$ cat src/hdl/pbts_ram.sv
//------------------------------------------------------------------------------
// pbts_ram
// Generic single-port-write, single-read RAM with registered read data.
//------------------------------------------------------------------------------
module pbts_ram #(
    parameter int WIDTH = 8,
    parameter int DEPTH = 16
) (
    input  logic                     clk,
    input  logic                     we,
    input  logic [$clog2(DEPTH)-1:0] waddr,
    input  logic [WIDTH-1:0]         wdata,
    input  logic [$clog2(DEPTH)-1:0] raddr,
    output logic [WIDTH-1:0]         rdata
);

    logic [WIDTH-1:0] mem [DEPTH];

    // write port and registered read
    always_ff @(posedge clk)
    begin
        if (we)
        begin
            mem[waddr] <= wdata;
        end
        rdata <= mem[raddr];
    end

endmodule

$ cat config.mk
export PLATFORM = sky130hd
export DESIGN_NAME = pbts_ram
export DESIGN_NICKNAME = d
export VERILOG_FILES = /design/src/hdl/pbts_ram.sv
export SDC_FILE = /design/constraint.sdc
export NUM_CORES = 1
export LEC_CHECK = 0
export BUFFER_PORTS_ARGS = -buffer_cell sky130_fd_sc_hd__buf_2
export CORE_MARGIN = 5
export CORE_UTILIZATION = 25
export DETAILED_ROUTE_END_ITERATION = 16
export GPL_ROUTABILITY_DRIVEN = 0
export SLEW_MARGIN = 10
export SYNTH_ARGS = -nofsm -noshare
export SYNTH_HDL_FRONTEND = slang
export SYNTH_SLANG_ARGS = --single-unit
$ cat constraint.sdc
create_clock -name clk -period 2 [get_ports clk]
set_clock_uncertainty 0.05 [all_clocks]
set_input_delay 0.3 -clock clk [delete_from_list [all_inputs] [get_ports clk]]
set_output_delay 0.3 -clock clk [all_outputs]
set_load 0.02 [all_outputs]
==> impl_results.md <==
* Layout Utilization at 31.11%
* CTS Buffer Depth at 2
* DP HPWL at 7059 µm
* Root buffer cell: clkbuf_16
* Relative slew margins at 69.98%
* Total track usage at 9.387%
* Mean area per synthesized cell at 22.48 µm²
* # setup viols final at 0
* Highest cell delay on the worst timing path at 0.50 ns
* Number of global-route vias before repair at 2,593
* Clock power share at 44.9%
* I/O Buffers at 25
* Synth async-reset ratio at 0%
* Hold depth at 1
* Reg power frac at 50.0%
* Setup TNS at 0 ns
* Drt drc at 0
* Initial antenna violation count at 0
* I/O pins at 26
* Critical path buffers and inverters at 0
* Die X at 153.5 µm
* Final WL at 10,800 µm
* Worst slew pin tran at 0.4503 ns
* Area grow syn2layout at 22.29%
* Switching power at 1.263 mW
* GRT overflow at 0
* CP Launch Type: register
* Largest cells by area after synthesis: edfxtp_1, mux4_2, mux4_1
* PostCTS Resize Cnt at 0
* CP endpoint kind: register
* Clock transition at path regs at 0.06 ns
* CP cell instances: mux4_1 > a22oi_1 > nand2_1
* Fin crit share at 70.12%
* Vias per cell at 4.347
* Fin. Hold Viols at 0
* Commonest cells post-synth: edfxtp_1, mux4_2, a22oi_1, mux4_1, nor2_1
* Unrepaired setup endpoints after global routing: false
* Reg2Reg Launch Point: mem[8][1]
* Leakage at 2.108 nW
* CP delay by family, top: multiplexers
* Post-synth top area share at 74.67%
* WL/cell at 18.95 µm
* Drt pass-1 iters at 4
* Hold Buf Count CTS at 0
* FF-to-FF path depth at 3
* DRT iter0 DRCs at 241
* Dominant synthesized flop cell: edfxtp_1
* Internal at 5.160 mW
* CP Max Fanout at 1
* Slew Limit Fails at 0
* Die area at 23,560 µm²
* Endpoint of the worst register-to-register path: rdata[1]
* Pwr Density at 1020 nW/µm²
* Hold Crit Endpoint: mem[10][1]
* Synth cell types at 19
* Max_cap viols at 0
* Post-CTS Setup Bufs at 0
* R2r setup slk at 0.60 ns
* Tmin final at 1.402 ns
* Critical Path RT at 2.22 ns
* Routed vias at 2,478
* Top-count cell post-synth: edfxtp_1
* Cell Area, Synth at 5147 µm²
* CTS buffer count at 17
* Ys Warns at 0
* Register area share after synthesis at 77.78%
* EDFF count, synth at 128
* Combinational power share at 5.1%
* Net Sw Frac at 19.66%
* Row cnt at 52
* Syn Nets at 247
* Slowest CP cell: mux4_1
* Status: complete, no violations
* Fraction of layout cells with a size suffix above 1 at 31.33%
* VDD IR max at 0.6021 mV
* Die Ht at 153.5 µm
* Clock sink count at 136
* Inserted Diodes at 0
* Core Region at 20,230 µm²
* Worst skew pair latency at 0.41 ns
* WP data arrival at 1.62 ns
* Fmax at 713.1 MHz
* Routed Antenna Nets at 0
* Crit Path Category: reg -> reg
* Starting Density at 25.44%
* Largest net degree at the start of global routing at 18
* Cell count after synthesis at 229
* Largest area contributor in the netlist: edfxtp_1
* Min-delay src: wdata[1]
* Nets at 305
* CTS tree: built
* Post-synthesis sequential element count at 136
* Hold Path Class: in -> reg
* CTS H-Tree Depth at 4
* First-pass GRT wire length at 15,990 µm
## power groups by stage
stage | sequential (mW) | clock [mW] | combinational [mW]
floorplan | 3.28 | 0 | 0.162
global placement | 3.27 | 0 | 0.327
detailed placement | 3.27 | 0 | 0.334
CTS | 3.21 | 2.94 | 0.335
global route | 3.21 | 3.07 | 0.354
finish | 3.21 | 2.88 | 0.327
## registers in the layout (all words and copies together) (netlist names)
name   count
mem      128
rdata      8
## layout make-up
cell class                 count  area (µm²)
clock buffer                  27       503.0
clock inverter                 5       50.05
fill                        1912       13940
multi-input combinational     83        1057
sequential                   136        4004
tap                          270       337.8
timing repair buffer          49       342.8
## metal layers
metal	up-vias	share of wire (%)	global-route usage [%]
met5	-	0	0
met4	0	0.81	3.280
met3	10	8.6	2.558
met2	87	47	14.14
met1	1290	44	13.14
li1	1091	-	-
## cell families (layout without fill, tap and decap cells)
logic type / count (synthesis) / after routing / share of synthesized area (%)
DFF: 136 / 136 / 77.78
and+or+nand+nor: 35 / 35 / 3.184
buffers and inverters: 10 / 81 / 1.677
muxes: 32 / 32 / 15.02
AOI/OAI and AO/OA: 16 / 16 / 2.334
## cell usage in the layout, fill, tap and decap left out, types with 2 or more instances in the layout
cell | netlist | routed
clkinv_2 | 0 | 4
nand3b_1 | 2 | 2
buf_12 | 0 | 3
nor3_1 | 4 | 4
buf_4 | 1 | 21
mux4_1 | 14 | 14
a22oi_1 | 16 | 16
dfxtp_1 | 8 | 8
clkbuf_8 | 0 | 4
clkbuf_1 | 0 | 6
buf_2 | 3 | 25
nand2_1 | 9 | 9
nand2b_1 | 2 | 2
edfxtp_1 | 128 | 128
clkbuf_16 | 0 | 17
nor2_1 | 13 | 13
mux4_2 | 18 | 18
## metrics by stage
| stage | instances | worst slack [ns] | cell area (µm²) | hold WS (ns) | power, mW |
|---|---|---|---|---|---|
| 2_1_floorplan | 229 | 0.1571 | 5147 | 0.3489 | 3.445 |
| 6_report | 570 | 0.5976 | 6295 | 0.2213 | 6.422 |
| 4_1_cts | 570 | 0.5653 | 6295 | 0.2094 | 6.482 |
| 3_5_place_dp | 538 | 0.1638 | 5742 | 0.6161 | 3.603 |
| 3_3_place_gp | 538 | 0.1691 | 5742 | 0.6136 | 3.595 |
| 5_1_grt | 570 | 0.5021 | 6295 | 0.2137 | 6.641 |
## how the worst max path moves through the flow
| stage | from | endpoint | slack (ns) | depth (start not counted) |
|---|---|---|---|---|
| floorplan | waddr[2] | mem[0][0] | 0.16 | 2 |
| global route | mem[9][1] | rdata[1] | 0.50 | 3 |
| finish | mem[8][1] | rdata[1] | 0.60 | 3 |
| CTS | mem[1][5] | rdata[5] | 0.57 | 3 |
| global placement | raddr[0] | rdata[5] | 0.17 | 5 |
| detailed placement | raddr[0] | rdata[5] | 0.16 | 5 |
Note: power is estimated with default switching activity, not from simulation.
